===== src/design/ising_heat_bath_site_update_macros.svh =====
// assertion macros shared by the site update block
`ifndef ISING_HEAT_BATH_SITE_UPDATE_MACROS_SVH
`define ISING_HEAT_BATH_SITE_UPDATE_MACROS_SVH

// consequence must hold in the same cycle as the antecedent
`define IHB_ASSERT_SAME(label, ante, cons) \
   label: assert property (@(posedge clock) disable iff (reset) (ante) |-> (cons)) \
      else $error("site update check failed");

// consequence must hold in the cycle after the antecedent
`define IHB_ASSERT_NEXT(label, ante, cons) \
   label: assert property (@(posedge clock) disable iff (reset) (ante) |=> (cons)) \
      else $error("site update check failed");

`endif


===== src/design/ihb_pkg.sv =====
`default_nettype none

package ihb_pkg;

   // coordinate width that covers the largest supported grid side and its size
   localparam int CW = 11;

   // action codes
   localparam logic [1:0] ACT_UPDATE     = 2'd0;
   localparam logic [1:0] ACT_FORCE_UP   = 2'd1;
   localparam logic [1:0] ACT_FORCE_DOWN = 2'd2;
   localparam logic [1:0] ACT_NONE       = 2'd3;

   // boundary modes
   localparam logic [1:0] BND_FIXED_UP   = 2'd1;
   localparam logic [1:0] BND_FIXED_DOWN = 2'd2;

   // configuration register indexes
   localparam logic [1:0] CSR_INV_TEMP = 2'd0;
   localparam logic [1:0] CSR_FIELD    = 2'd1;
   localparam logic [1:0] CSR_COUPLING = 2'd2;
   localparam logic [1:0] CSR_BOUNDARY = 2'd3;

   // register reset values
   localparam logic [11:0] INV_TEMP_RESET = 12'd256;
   localparam logic [11:0] FIELD_RESET    = 12'd0;
   localparam logic [11:0] COUPLING_RESET = 12'd256;

   // which site of the neighborhood is read
   typedef enum logic [2:0] {
      NB_CENTER,
      NB_LEFT,
      NB_RIGHT,
      NB_UP,
      NB_DOWN
   } nbr_sel_type;

   typedef enum logic [2:0] {
      ST_CLEAR,
      ST_IDLE,
      ST_READ,
      ST_ACC,
      ST_MUL1,
      ST_MUL2,
      ST_FINISH
   } state_type;

   // controller to datapath
   typedef struct packed {
      logic        clear;
      logic        load;
      logic        rd_issue;
      nbr_sel_type rd_sel;
      logic        mul1;
      logic        mul2;
      logic        finish;
   } cmd_type;

   // datapath to controller
   typedef struct packed {
      logic clr_last;
      logic out_free;
   } sts_type;

   typedef logic [15:0] accept_table_type [256];

   // shift-subtract long division, used only while building the table
   function automatic logic [63:0] long_div(input logic [63:0] num, input logic [63:0] den);
      logic [63:0] rem;
      logic [63:0] quo;
      rem = '0;
      quo = '0;
      for (int i = 63; i >= 0; i--) begin
         rem = {rem[62:0], num[i]};
         if (rem >= den) begin
            rem = rem - den;
            quo[i] = 1'b1;
         end
      end
      return quo;
   endfunction

   // truncating Q40 product split in two halves
   function automatic logic [63:0] mul_q40(input logic [63:0] a, input logic [63:0] b);
      logic [63:0] hi;
      logic [63:0] lo;
      hi = a * (b >> 20);
      lo = (a * (b & 64'hFFFFF)) >> 20;
      return (hi + lo) >> 20;
   endfunction

   // acceptance probability in units of 1/65536, indexed by x in Q4.4 plus 128
   function automatic accept_table_type build_accept_table();
      accept_table_type tbl;
      logic [63:0] pw [129];
      logic [63:0] term;
      logic [63:0] base;
      logic [63:0] u;
      logic [63:0] den;
      logic [63:0] p;
      int          xq;
      term = 64'd1 << 40;
      base = 64'd1 << 40;
      // exp(-1/16) as a series
      for (int n = 1; n <= 14; n++) begin
         term = long_div(term, 64'(16 * n));
         if (n % 2 == 1) begin
            base = base - term;
         end else begin
            base = base + term;
         end
      end
      pw[0] = 64'd1 << 40;
      for (int k = 1; k <= 128; k++) begin
         pw[k] = mul_q40(pw[k - 1], base);
      end
      for (int k = 0; k < 256; k++) begin
         xq = k - 128;
         u = pw[(xq < 0) ? -xq : xq];
         den = (64'd1 << 40) + u;
         if (xq >= 0) begin
            p = long_div(64'd1 << 56, den);
         end else begin
            p = long_div(u << 16, den);
         end
         if (p > 64'd65535) begin
            p = 64'd65535;
         end
         tbl[k] = p[15:0];
      end
      return tbl;
   endfunction

   localparam accept_table_type ACCEPT_TABLE = build_accept_table();

endpackage

`default_nettype wire


===== src/design/ihb_ctrl.sv =====
`default_nettype none

module ihb_ctrl (
   input  wire              clock,
   input  wire              reset,
   input  wire              req_tvalid,
   output logic             req_tready,
   input  ihb_pkg::sts_type sts,
   output ihb_pkg::cmd_type cmd
);
   import ihb_pkg::*;

   state_type   state_ff;
   state_type   state_in;
   nbr_sel_type rd_sel_ff;
   nbr_sel_type rd_sel_in;

   // next state
   always_comb begin
      state_in = state_ff;
      unique case (state_ff)
         ST_CLEAR:  if (sts.clr_last) state_in = ST_IDLE;
         ST_IDLE:   if (req_tvalid) state_in = ST_READ;
         ST_READ:   if (rd_sel_ff == NB_DOWN) state_in = ST_ACC;
         ST_ACC:    state_in = ST_MUL1;
         ST_MUL1:   state_in = ST_MUL2;
         ST_MUL2:   state_in = ST_FINISH;
         ST_FINISH: if (sts.out_free) state_in = ST_IDLE;
         default:   state_in = ST_CLEAR;
      endcase
   end

   // neighborhood read pointer
   always_comb begin
      rd_sel_in = NB_CENTER;
      if (state_ff == ST_READ && rd_sel_ff != NB_DOWN) begin
         rd_sel_in = nbr_sel_type'(rd_sel_ff + 3'd1);
      end
   end

   always_ff @(posedge clock) begin
      if (reset) begin
         state_ff  <= ST_CLEAR;
         rd_sel_ff <= NB_CENTER;
      end else begin
         state_ff  <= state_in;
         rd_sel_ff <= rd_sel_in;
      end
   end

   // commands
   always_comb begin
      req_tready   = 1'b0;
      cmd          = '0;
      cmd.rd_sel   = rd_sel_ff;
      unique case (state_ff)
         ST_CLEAR:  cmd.clear = 1'b1;
         ST_IDLE: begin
            req_tready = 1'b1;
            cmd.load   = req_tvalid;
         end
         ST_READ:   cmd.rd_issue = 1'b1;
         ST_ACC:    ;
         ST_MUL1:   cmd.mul1 = 1'b1;
         ST_MUL2:   cmd.mul2 = 1'b1;
         ST_FINISH: cmd.finish = sts.out_free;
         default:   ;
      endcase
   end

endmodule

`default_nettype wire


===== config.mk =====
export PLATFORM = sky130hd
export DESIGN_NAME = ihb_ctrl
export DESIGN_NICKNAME = d
export VERILOG_FILES = /design/src/design/ising_heat_bath_site_update_macros.svh /design/src/design/ihb_pkg.sv /design/src/design/ihb_ctrl.sv
export SDC_FILE = /design/constraint.sdc
export NUM_CORES = 1
export LEC_CHECK = 0
export ABC_CLOCK_PERIOD_IN_PS = 1250
export BUFFER_PORTS_ARGS = -buffer_cell sky130_fd_sc_hd__buf_2
export CORE_AREA = 2 2 39 41
export CTS_CLUSTER_DIAMETER = 100
export DETAILED_ROUTE_END_ITERATION = 8
export DIE_AREA = 0 0 41 43
export GPL_ROUTABILITY_DRIVEN = 0
export GPL_TIMING_DRIVEN = 0
export PLACE_DENSITY = 0.52
export SLEW_MARGIN = 5
export SYNTH_ARGS = -nofsm -noshare
export SYNTH_HDL_FRONTEND = slang
export SYNTH_SLANG_ARGS = --single-unit

===== constraint.sdc =====
create_clock -name clock -period 1.25 [get_ports clock]
set_input_delay 0 -clock clock [delete_from_list [all_inputs] [get_ports clock]]
set_output_delay 0 -clock clock [all_outputs]
set_load 0.05 [all_outputs]

==> impl_results.md, run 1 <==
* Number of synthesized flops with an enable pin at 0
* Fmax at a little over 800 MHz
* DR vias at between 300 and 400
* Met3 Resource Use GR at 0.0366
* Row count at 14
* CTS Buf Count at 3
* Initial DRC count at 0
* N_diodes at 0
* Wirelength per Cell at between 10 and 15 um
* Crit path required time at 1.25 ns
* Reg clk slew, reported paths at approximately 0.04 ns
* CP bufs+invs at 2
* Worst Path Class, Setup: reg2out
* Total GRT Usage at 0.102
* Util after Layout at 0.393
* P per Cell Area at 1030 nW/um^2
* GRT Max-Usage Layer: met2
* Final non-filler cell total at between 70 and 80
* CP max stage cell: dfxtp_1
* Initial antenna violation count at 0
* Outcome: finished, final reports clean
* DRC Markers at 0
* Top Family by Delay on Critical Path: simple AND/OR/NAND/NOR gates
* Worst path arrival time at roughly 1.2 ns
* Critical-path maximum fanout at 10
* CP max stage delay at around 0.32 ns
* Simple-Gate Fraction of Synth Area at 0.367
* Area grow syn2layout at 52.1%
* CTS H-Tree Depth at 1
* Setup WS pre-CTS at 0.0739 ns
* Post-synth top area share at 0.336
* Placed insts at 71
* Post-DRT Antenna Nets at 0
* Synthesized Nets at 48
* Worst Slack Setup Final at ~0.032 ns
* Initial core utilization at 0.259
* # nets final at between 60 and 70
* Ports at 15
* Root Driver: clkbuf_4
* Vias/cell at 4.47
* Hpwl dp at approximately 550 um
* Max Transition Viols Final at 0
* CP most frequent cell: buf_6
* Clock tree buffer depth at 2
* Peak VDD IR at ~0.53 mV
* Final hold vios at 0
* Synthesized cell area at approximately 360 um^2
* Tmin final at approximately 1.2 ns
* Cells after Synth at between 40 and 50
* Hold Path Stages at 3
* Register bit count reported by yosys at 6
* Total grt overflow at 0
* Top-count cell post-synth: dfxtp_1
* Slew headroom at 0.836
* RSZ-0062 raised after global routing: yes
* Register area share after synthesis at 0.336
* Met2 global-route usage at 0.147
* Post-synthesis xor/xnor area fraction at 0.0245
* Leakage at 0.000252 uW
* Worst-margin pin slew at 0.247 ns
* CTS tree: built
* CTS sink cnt at 6
* CP endpoint kind: output pin
* Worst-case reg-to-reg path depth at 5
* Vias in the first global route at between 300 and 400
* Synth warnings at 0
* Share of cells above drive strength 1 at 0.542
* CP cell instances: buf_6 > nor2_2 > and3_4 > buf_6
* Final setup violation count at 0
* Die extent in y at 43 um
* Levels on crit path at 4
* Met1 GRT Util at 0.142
* Top cells by area, synth: dfxtp_1, ha_1, nor3b_2
* Reg2Reg Setup Slack at around 0.070 ns
* Synthesized area per cell at 8.73 um^2
* Die outline area at between 1500 and 2000 um^2
* Worst hold slack at approximately 0.076 ns
* Clock Latency Late Sink at about 0.23 ns
* Post-Synth Adder-Cell Area at 0.0699
* Post-synth cell types at 20
* Post-synthesis compound-gate area fraction at 0.122
* Tot Pwr at around 560 uW
* Postcts setup bufs at 0
* Leading area contributor after synthesis: dfxtp_1
* Port Buffer Count at 14
* Die span in x at between 40 and 50 um
* Final period utilization at 0.975
* First-pass GRT wire length at around 1300 um
* Mux cell area share after synthesis at 0
* Post-synth ARST share at 0
* Startpoint types: register
* Max Cap Viol at 0
* HP Class: in2reg
* Largest net degree at the start of global routing at 11
* Synth top cells by count: dfxtp_1, nor2_1, a21oi_1, and3_1, nand3b_1
* Core Region at about 1400 um^2
* First-pass DRT Iterations at 1
* Largest family of logic cells by synthesized area: simple AND/OR/NAND/NOR gates
* Routed wire length at ~800 um
* Synth Flop Type: dfxtp_1
* Final Skew at roughly 0.0023 ns
sequential cells by signal (all words and copies together) (netlist names):
register	cells
rd_sel_ff	3
state_ff	3
where the power goes:
| part | internal [uW] | total, uW | switching, uW |
|---|---|---|---|
| logic | 67.8 | 180 | 112 |
| registers | 202 | 213 | 10.7 |
| clock network | 108 | 167 | 59.3 |
| total | 378 | 560 | 182 |
repair_timing:
action,CTS,global route
endpoints found under the hold margin,3,0
gates resized for setup,4,12
hold buffers,1,0
endpoints found under the setup margin,4,6
final cells by class:
cell class	count	area, um^2
fillers	145	840
multi-input cells	30	235
flip-flops and latches	6	126
repair buffers	15	103
plain buffers	3	30.0
clock buffers	3	22.5
well taps	16	20.0
inverters	2	7.51
cells in the final DEF (no fill, tap or decap), drive strengths merged:
cell type,instances
a21oi,3
a2bb2oi,1
a311o,1
and2,1
and3,3
and3b,1
buf,16
clkbuf,4
dfxtp,6
dlygate4sd3,1
ha,2
inv,2
nand2,3
nand3b,3
nor2,4
nor2b,1
nor3,2
nor3b,2
o21ai,2
xnor2,1
per-stage QoR:
| stage | setup TNS, ns | cell area [um^2] |
|---|---|---|
| 2_1_floorplan | -0.00385 | 380 |
| 3_3_place_gp | 0 | 470 |
| 3_5_place_dp | 0 | 470 |
| 4_1_cts | 0 | 513 |
| 5_1_grt | -0.0442 | 544 |
| 6_report | 0 | 544 |
path summary, 6_finish.rpt:
check | end | from
worst max-delay path | cmd[7] | state_ff[2]
worst min-delay path | state_ff[0] | req_tvalid
worst max register to register | state_ff[0] | rd_sel_ff[0]
worst min register to register | rd_sel_ff[0] | rd_sel_ff[0]
worst reg2reg max path, stage by stage, from the launching register on:
cell and delay [ns]:
dfxtp_2 0.32, inv_1 0.06, ha_1 0.16, nand3b_1 0.08
a311o_1 0.35, a21oi_1 0.14
routing by layer:
metal	wire, um	vias to the layer above
met2	404	5
met5	0	-
met3	25	0
li1	-	178
met4	0	0
met1	362	152
cells by family after synthesis:
group,after synthesis
buffers and inverters,5
AND/OR/NAND/NOR,20
flip-flops,6
adder cells (fa/ha/maj),2
XOR/XNOR,1
AO/OA/AOI/OAI,7
Note: power is estimated with default switching activity, not from simulation.
==> inputs of run 2 (changes only) <==
==> constraint.sdc (replaced) <==
create_clock -name clock -period 1.25 [get_ports clock]
set_input_delay 0.3125 -clock clock [delete_from_list [all_inputs] [get_ports clock]]
set_output_delay 0.3125 -clock clock [all_outputs]
set_load 0.05 [all_outputs]
==> run 2 against run 1 <==
  * The run now ends with setup timing left
  * Critical endpoint is now cmd[0]
  * Non-clock buffer count increased by 8
  * Final cell count increased by 11%
  * Flip-flop and latch count unchanged
  * Maximum frequency decreased by 19%
  * Clock-buffer cell count unchanged
  * First-iteration DRC count increased by 12
  * Setup slack got worse by 0.28 ns
  * Die area unchanged
==> impl_results.md, run 2 (same netlist as run 1, synthesis figures left out) <==
* Outcome: finished, violations left
* Failing checks: setup timing
* Wirelength per Cell at 11.1 um (+5.3%)
* Sw Pwr at 216 uW (+18%)
* Final Instance Area at 699 um^2 (+29%)
* Total GRT Usage at 0.122 (+0.0201)
* Worst Path Class, Setup: reg2out
* Final Skew at 0.00338 ns (+0.00112 ns)
* Reg2Reg Launch Point: rd_sel_ff[0]
* First-pass GRT wire length at 1380 um (+7.6%)
* Root Driver: clkbuf_4
* Reg2Reg Setup Slack at 0.07 ns (about the same)
* Core Region at 1380 um^2 (unchanged)
* Vias/cell at 4.65 (+4.1%)
* Most frequent cells in the layout: buf_4, buf_2, buf_8
* Post-place instance area at 497 um^2 (+5.6%)
* Clock power share at 0.282 (-0.016)
* Commonest non-fill, non-tap cell in the layout: buf_4
* Hpwl dp at 574 um (+4.9%)
* Post-DRT Antenna Nets at 0 (unchanged)
* DR vias at 386 (+15%)
* CTS tree: built
* Final hold vios at 0 (unchanged)
* Share of cells above drive strength 1 at 0.672 (+0.129)
* Total grt overflow at 0 (unchanged)
* Tmin final at 1.50 ns (+0.281 ns)
* Critical-path maximum fanout at 8 (-2)
* Fmax at 667 MHz (-19%)
* Sequential share of power at 0.328 (-0.052)
* Max Cap Viol at 0 (unchanged)
* Largest net degree at the start of global routing at 11 (unchanged)
* Crit path required time at 0.94 ns (-0.31 ns)
* RSZ-0062 raised after global routing: yes
* DRC Markers at 0 (unchanged)
* Pint at 436 uW (+15%)
* HP Class: in2reg
* Clock tree buffer depth at 2 (unchanged)
* Die span in x at 41 um (unchanged)
* Critical path origin: state_ff[1]
* Slew headroom at 0.834 (-0.00202)
* Worst-case reg-to-reg path depth at 5 (unchanged)
* Port Buffer Count at 14 (unchanged)
* Vias in the first global route at 353 (+12%)
* Die outline area at 1760 um^2 (unchanged)
* Initial antenna violation count at 0 (unchanged)
* First-pass DRT Iterations at 4 (+3)
* Leakage at 0.000315 uW (+25%)
* # nets final at 76 (+12%)
* Worst hold slack at 0.273 ns (+0.197 ns)
* Util after Layout at 0.505 (+0.112)
* Logic gate share of total power at 0.390 (+0.069)
* Setup WS pre-CTS at -0.126 ns (-0.200 ns)
* Final setup violation count at 7 (+7)
* Reg clk slew, reported paths at 0.05 ns (about the same)
* Max Transition Viols Final at 0 (unchanged)
* Worst path arrival time at 1.19 ns (-0.03 ns)
* P per Cell Area at 931 nW/um^2 (-9.5%)
* Initial DRC count at 12 (+12)
* Largest registers: rd_sel_ff: 3 flops, state_ff: 3 flops
* Final period utilization at 1.20 (+0.225)
* CTS sink cnt at 6 (unchanged)
* Worst setup endpoint: cmd[0]
* Hold Buf Count CTS at 0 (-1)
* CTS Buf Count at 3 (unchanged)
* Routed wire length at 922 um (+17%)
* Worst Slack Setup Final at -0.249 ns (-0.281 ns)
* Die extent in y at 43 um (unchanged)
* Peak VDD IR at 0.714 mV (+35%)
* Ports at 15 (unchanged)
* Clock Latency Late Sink at 0.25 ns (+0.02 ns)
* CTS H-Tree Depth at 1 (unchanged)
* N_diodes at 0 (unchanged)
* Worst-margin pin slew at 0.250 ns (+0.00305 ns)
* Switching share of total power at 0.331 (+0.00620)
* Initial core utilization at 0.259 (unchanged)
* Capture point of the worst reg-to-reg path: state_ff[0]
* Setup TNS at -1.38 ns (-1.38 ns)
* CP endpoint kind: output pin
* Row count at 14 (unchanged)
* Area grow syn2layout at 95.5%
* Startpoint types: register
[run 2: cell types whose count changed in the layout (fill, tap and decap cells not counted), sizes merged]
cell	previous run	this run
buf	16	25
dlygate4sd3	1	0
[run 2: final cells by class]
| class | instances | area (um^2) |
|---|---|---|
| inverters | 2 | 7.51 |
| repair buffers | 23 | 210 |
| plain buffers | 3 | 45.0 |
| flip-flops and latches | 6 | 133 |
| well taps | 16 | 20.0 |
| clock buffers | 3 | 22.5 |
| multi-input cells | 30 | 262 |
| fillers | 140 | 684 |
[run 2: power groups by stage]
| stage | clock [uW] | sequential, uW | combinational [uW] |
|---|---|---|---|
| after floorplan | 0 | 218 | 136 |
| after global placement | 0 | 215 | 175 |
| after detailed placement | 0 | 215 | 175 |
| after CTS | 187 | 214 | 238 |
| after global routing | 199 | 214 | 270 |
| final | 184 | 214 | 254 |
[run 2: worst min-delay path by stage]
| stage | to | from | slack [ns] | cells after the start |
|---|---|---|---|---|
| final | state_ff[0] | reset | 0.27 | 2 |
| after floorplan | state_ff[0] | reset | 0.37 | 1 |
| after global routing | state_ff[1] | reset | 0.27 | 2 |
| after global placement | rd_sel_ff[0] | rd_sel_ff[0] | 0.42 | 1 |
| after CTS | state_ff[0] | reset | 0.28 | 2 |
| after detailed placement | rd_sel_ff[0] | rd_sel_ff[0] | 0.42 | 1 |
[run 2: critical path, stage by stage, from the launching register on]
cell and delay [ns]:
dfxtp_2 0.34, buf_8 0.13, nor2b_4 0.15, and3_4 0.18, buf_8 0.14
[run 2: metal layers]
layer | global-route usage | vias to the layer above | wire length (um)
li1 | - | 197 | -
met1 | 0.135 | 176 | 407
met2 | 0.172 | 9 | 456
met3 | 0.0314 | 4 | 25
met4 | 0.120 | 0 | 32
met5 | 0 | - | 0
[run 2: repair_timing]
action                                  in CTS  in global routing
resized for setup                           28                  1
endpoints found under the setup margin       7                  7
setup buffers                                5                  3
hold endpoints to repair                     0                  0
cloned                                       0                  1
pin swaps                                    2                  4
[run 2: stage by stage]
step	power, uW	std cells
finish	651	83
global route	683	83
CTS	640	79
detailed placement	390	71
global placement	389	71
floorplan	354	41
==> inputs of run 3 (changes only) <==
==> constraint.sdc (replaced) <==
create_clock -name clock -period 1.25 [get_ports clock]
set_input_delay 0.3125 -clock clock [delete_from_list [all_inputs] [get_ports clock]]
set_output_delay 0.3125 -clock clock [all_outputs]
set_load 0.005 [all_outputs]
==> run 3 against run 2 <==
  * The flow still finishes with violations (setup timing)
  * Clock-buffer cell count stayed put
  * Global-route usage is 1.2 points higher
  * Final cell count is 1.2% higher
  * Largest cell class unchanged
  * First-iteration DRC count is 67% lower
==> impl_results.md, run 3 (same netlist as run 1, synthesis figures left out) <==
* Max Cap Viol at 0 (unchanged)
* HP Class: in2reg
* Final period utilization at 1.10 (-0.0999)
* Placed insts at 71 (unchanged)
* N_diodes at 0 (unchanged)
* Die extent in y at 43 um (unchanged)
* CP endpoint kind: output pin
* Total grt overflow at 0 (unchanged)
* CTS Buf Count at 3 (unchanged)
* P per Cell Area at 908 nW/um^2 (-2.5%)
* Worst Slack Setup Final at -0.124 ns (+0.125 ns)
* DR WL met2 at 578 um (+27%)
* Die outline area at 1760 um^2 (unchanged)
* CP bufs+invs at 2 (unchanged)
* Final non-filler cell total at 84 (+1.2%)
* CTS sink cnt at 6 (unchanged)
* Most frequent cells in the layout: buf_2, buf_4, buf_6
* Setup TNS at -0.634 ns (+0.747 ns)
* Clock tree buffer depth at 2 (unchanged)
* Final Skew at 0.00364 ns (+0.000260 ns)
* Core Region at 1380 um^2 (unchanged)
* Final hold vios at 0 (unchanged)
* Startpoint types: register
* Reg clk slew, reported paths at 0.04 ns (about the same)
* DR vias at 388 (+0.52%)
* Worst Path Class, Setup: reg2out
* DR WL met3 at 58 um (+130%)
* Outcome: finished, violations left
* Final setup violation count at 7 (unchanged)
* Top Family by Delay on Critical Path: flip-flops
* Clock Latency Late Sink at 0.24 ns (about the same)
* CP max stage cell: dfxtp_4
* Largest registers: rd_sel_ff: 3 flops, state_ff: 3 flops
* Row count at 14 (unchanged)
* Vias in the first global route at 398 (+13%)
* Commonest non-fill, non-tap cell in the layout: buf_2
* DR top layer: met4
* Leakage at 0.000303 uW (-4.0%)
* First-pass DRT Iterations at 2 (-2)
* Tot Pwr at 550 uW (-16%)
* Hold Buf Count CTS at 0 (unchanged)
* Worst-margin pin slew at 0.172 ns (-0.0783 ns)
* CTS tree: built
* # nets final at 77 (+1.3%)
* Routed wire length at 1010 um (+9.3%)
* Initial DRC count at 4 (-8)
* Initial core utilization at 0.259 (unchanged)
* Die span in x at 41 um (unchanged)
* Post-DRT Antenna Nets at 0 (unchanged)
* CP max stage delay at 0.35 ns (about the same)
* CP cell instances: buf_6 > nor3b_4 > buf_2
* Total GRT Usage at 0.134 (+0.0121)
* Failing checks: setup timing
* Setup WS pre-CTS at -0.0173 ns (+0.108 ns)
* CTS H-Tree Depth at 1 (unchanged)
* Vias/cell at 4.62 (-0.68%)
* Peak VDD IR at 0.546 mV (-23%)
* Ports at 15 (unchanged)
* Share of cells above drive strength 1 at 0.603 (-0.0687)
* Hpwl dp at 539 um (-6.0%)
* Wirelength per Cell at 12.0 um (+8.0%)
* Initial antenna violation count at 0 (unchanged)
* RSZ-0062 raised after global routing: yes
* Slew headroom at 0.885 (+0.0509)
* Tmin final at 1.37 ns (-0.125 ns)
* Max Transition Viols Final at 0 (unchanged)
* Critical-path maximum fanout at 5 (-3)
* Worst path arrival time at 1.06 ns (-0.13 ns)
* DRC Markers at 0 (unchanged)
* Wl on met1 at 331 um (-19%)
* Crit path required time at 0.94 ns (about the same)
* Root Driver: clkbuf_4
* Fmax at 728 MHz (+9.1%)
* First-pass GRT wire length at 1580 um (+14%)
* Port Buffer Count at 14 (unchanged)
* Area grow syn2layout at 69.2%
* Largest net degree at the start of global routing at 9 (-2)
## run 3: cell types whose count changed in the layout (fill, tap and decap cells not counted), moves of 2 or more
cell and change:
buf_2 +8, and3_4 -2, dfxtp_1 +2, and3_1 +2
dfxtp_2 -3, buf_8 -6
## run 3: path summary, 6_finish.rpt
| kind | depth (start not counted) | slack (ns) | startpoint | end |
|---|---|---|---|---|
| worst min register to register | 1 | 0.42 | rd_sel_ff[0] | rd_sel_ff[0] |
| worst min-delay path | 2 | 0.29 | reset | state_ff[2] |
| worst max register to register | 5 | 0.02 | state_ff[0] | state_ff[0] |
| worst max-delay path | 3 | -0.12 | state_ff[2] | cmd[6] |
## run 3: metrics by stage
stage | hold slack, ns | area (um^2) | utilization
detailed placement | 0.456 | 448 | 0.324
global route | 0.291 | 606 | 0.438
floorplan | 0.382 | 358 | -
CTS | 0.266 | 584 | 0.422
global placement | 0.450 | 448 | 0.324
finish | 0.286 | 606 | 0.438
## run 3: area by class of cell
type                            count  area, um^2
Sequential cell                     6         133
Clock buffer                        3        22.5
Inverter                            2        7.51
Tap cell                           16        20.0
Fill cell                         131         778
Buffer                              2        22.5
Timing Repair Buffer               25         161
Multi-Input combinational cell     30         239
## run 3: repair_timing
| action | CTS | global route |
|---|---|---|
| setup endpoints to repair | 7 | 8 |
| gates cloned | 2 | 0 |
| gates resized for setup | 16 | 6 |
| pin swaps | 5 | 6 |
| setup buffers | 7 | 2 |
## run 3: layer usage
metal | vias to the layer above | GRT usage
met2 | 11 | 0.247
li1 | 197 | -
met1 | 174 | 0.113
met3 | 6 | 0.0681
met5 | - | 0
met4 | 0 | 0.0400
## run 3: power breakdown
group	switching, uW	internal [uW]	total [uW]
sequential	15.6	200	216
combinational	63.4	97.4	161
clock	65.1	108	173
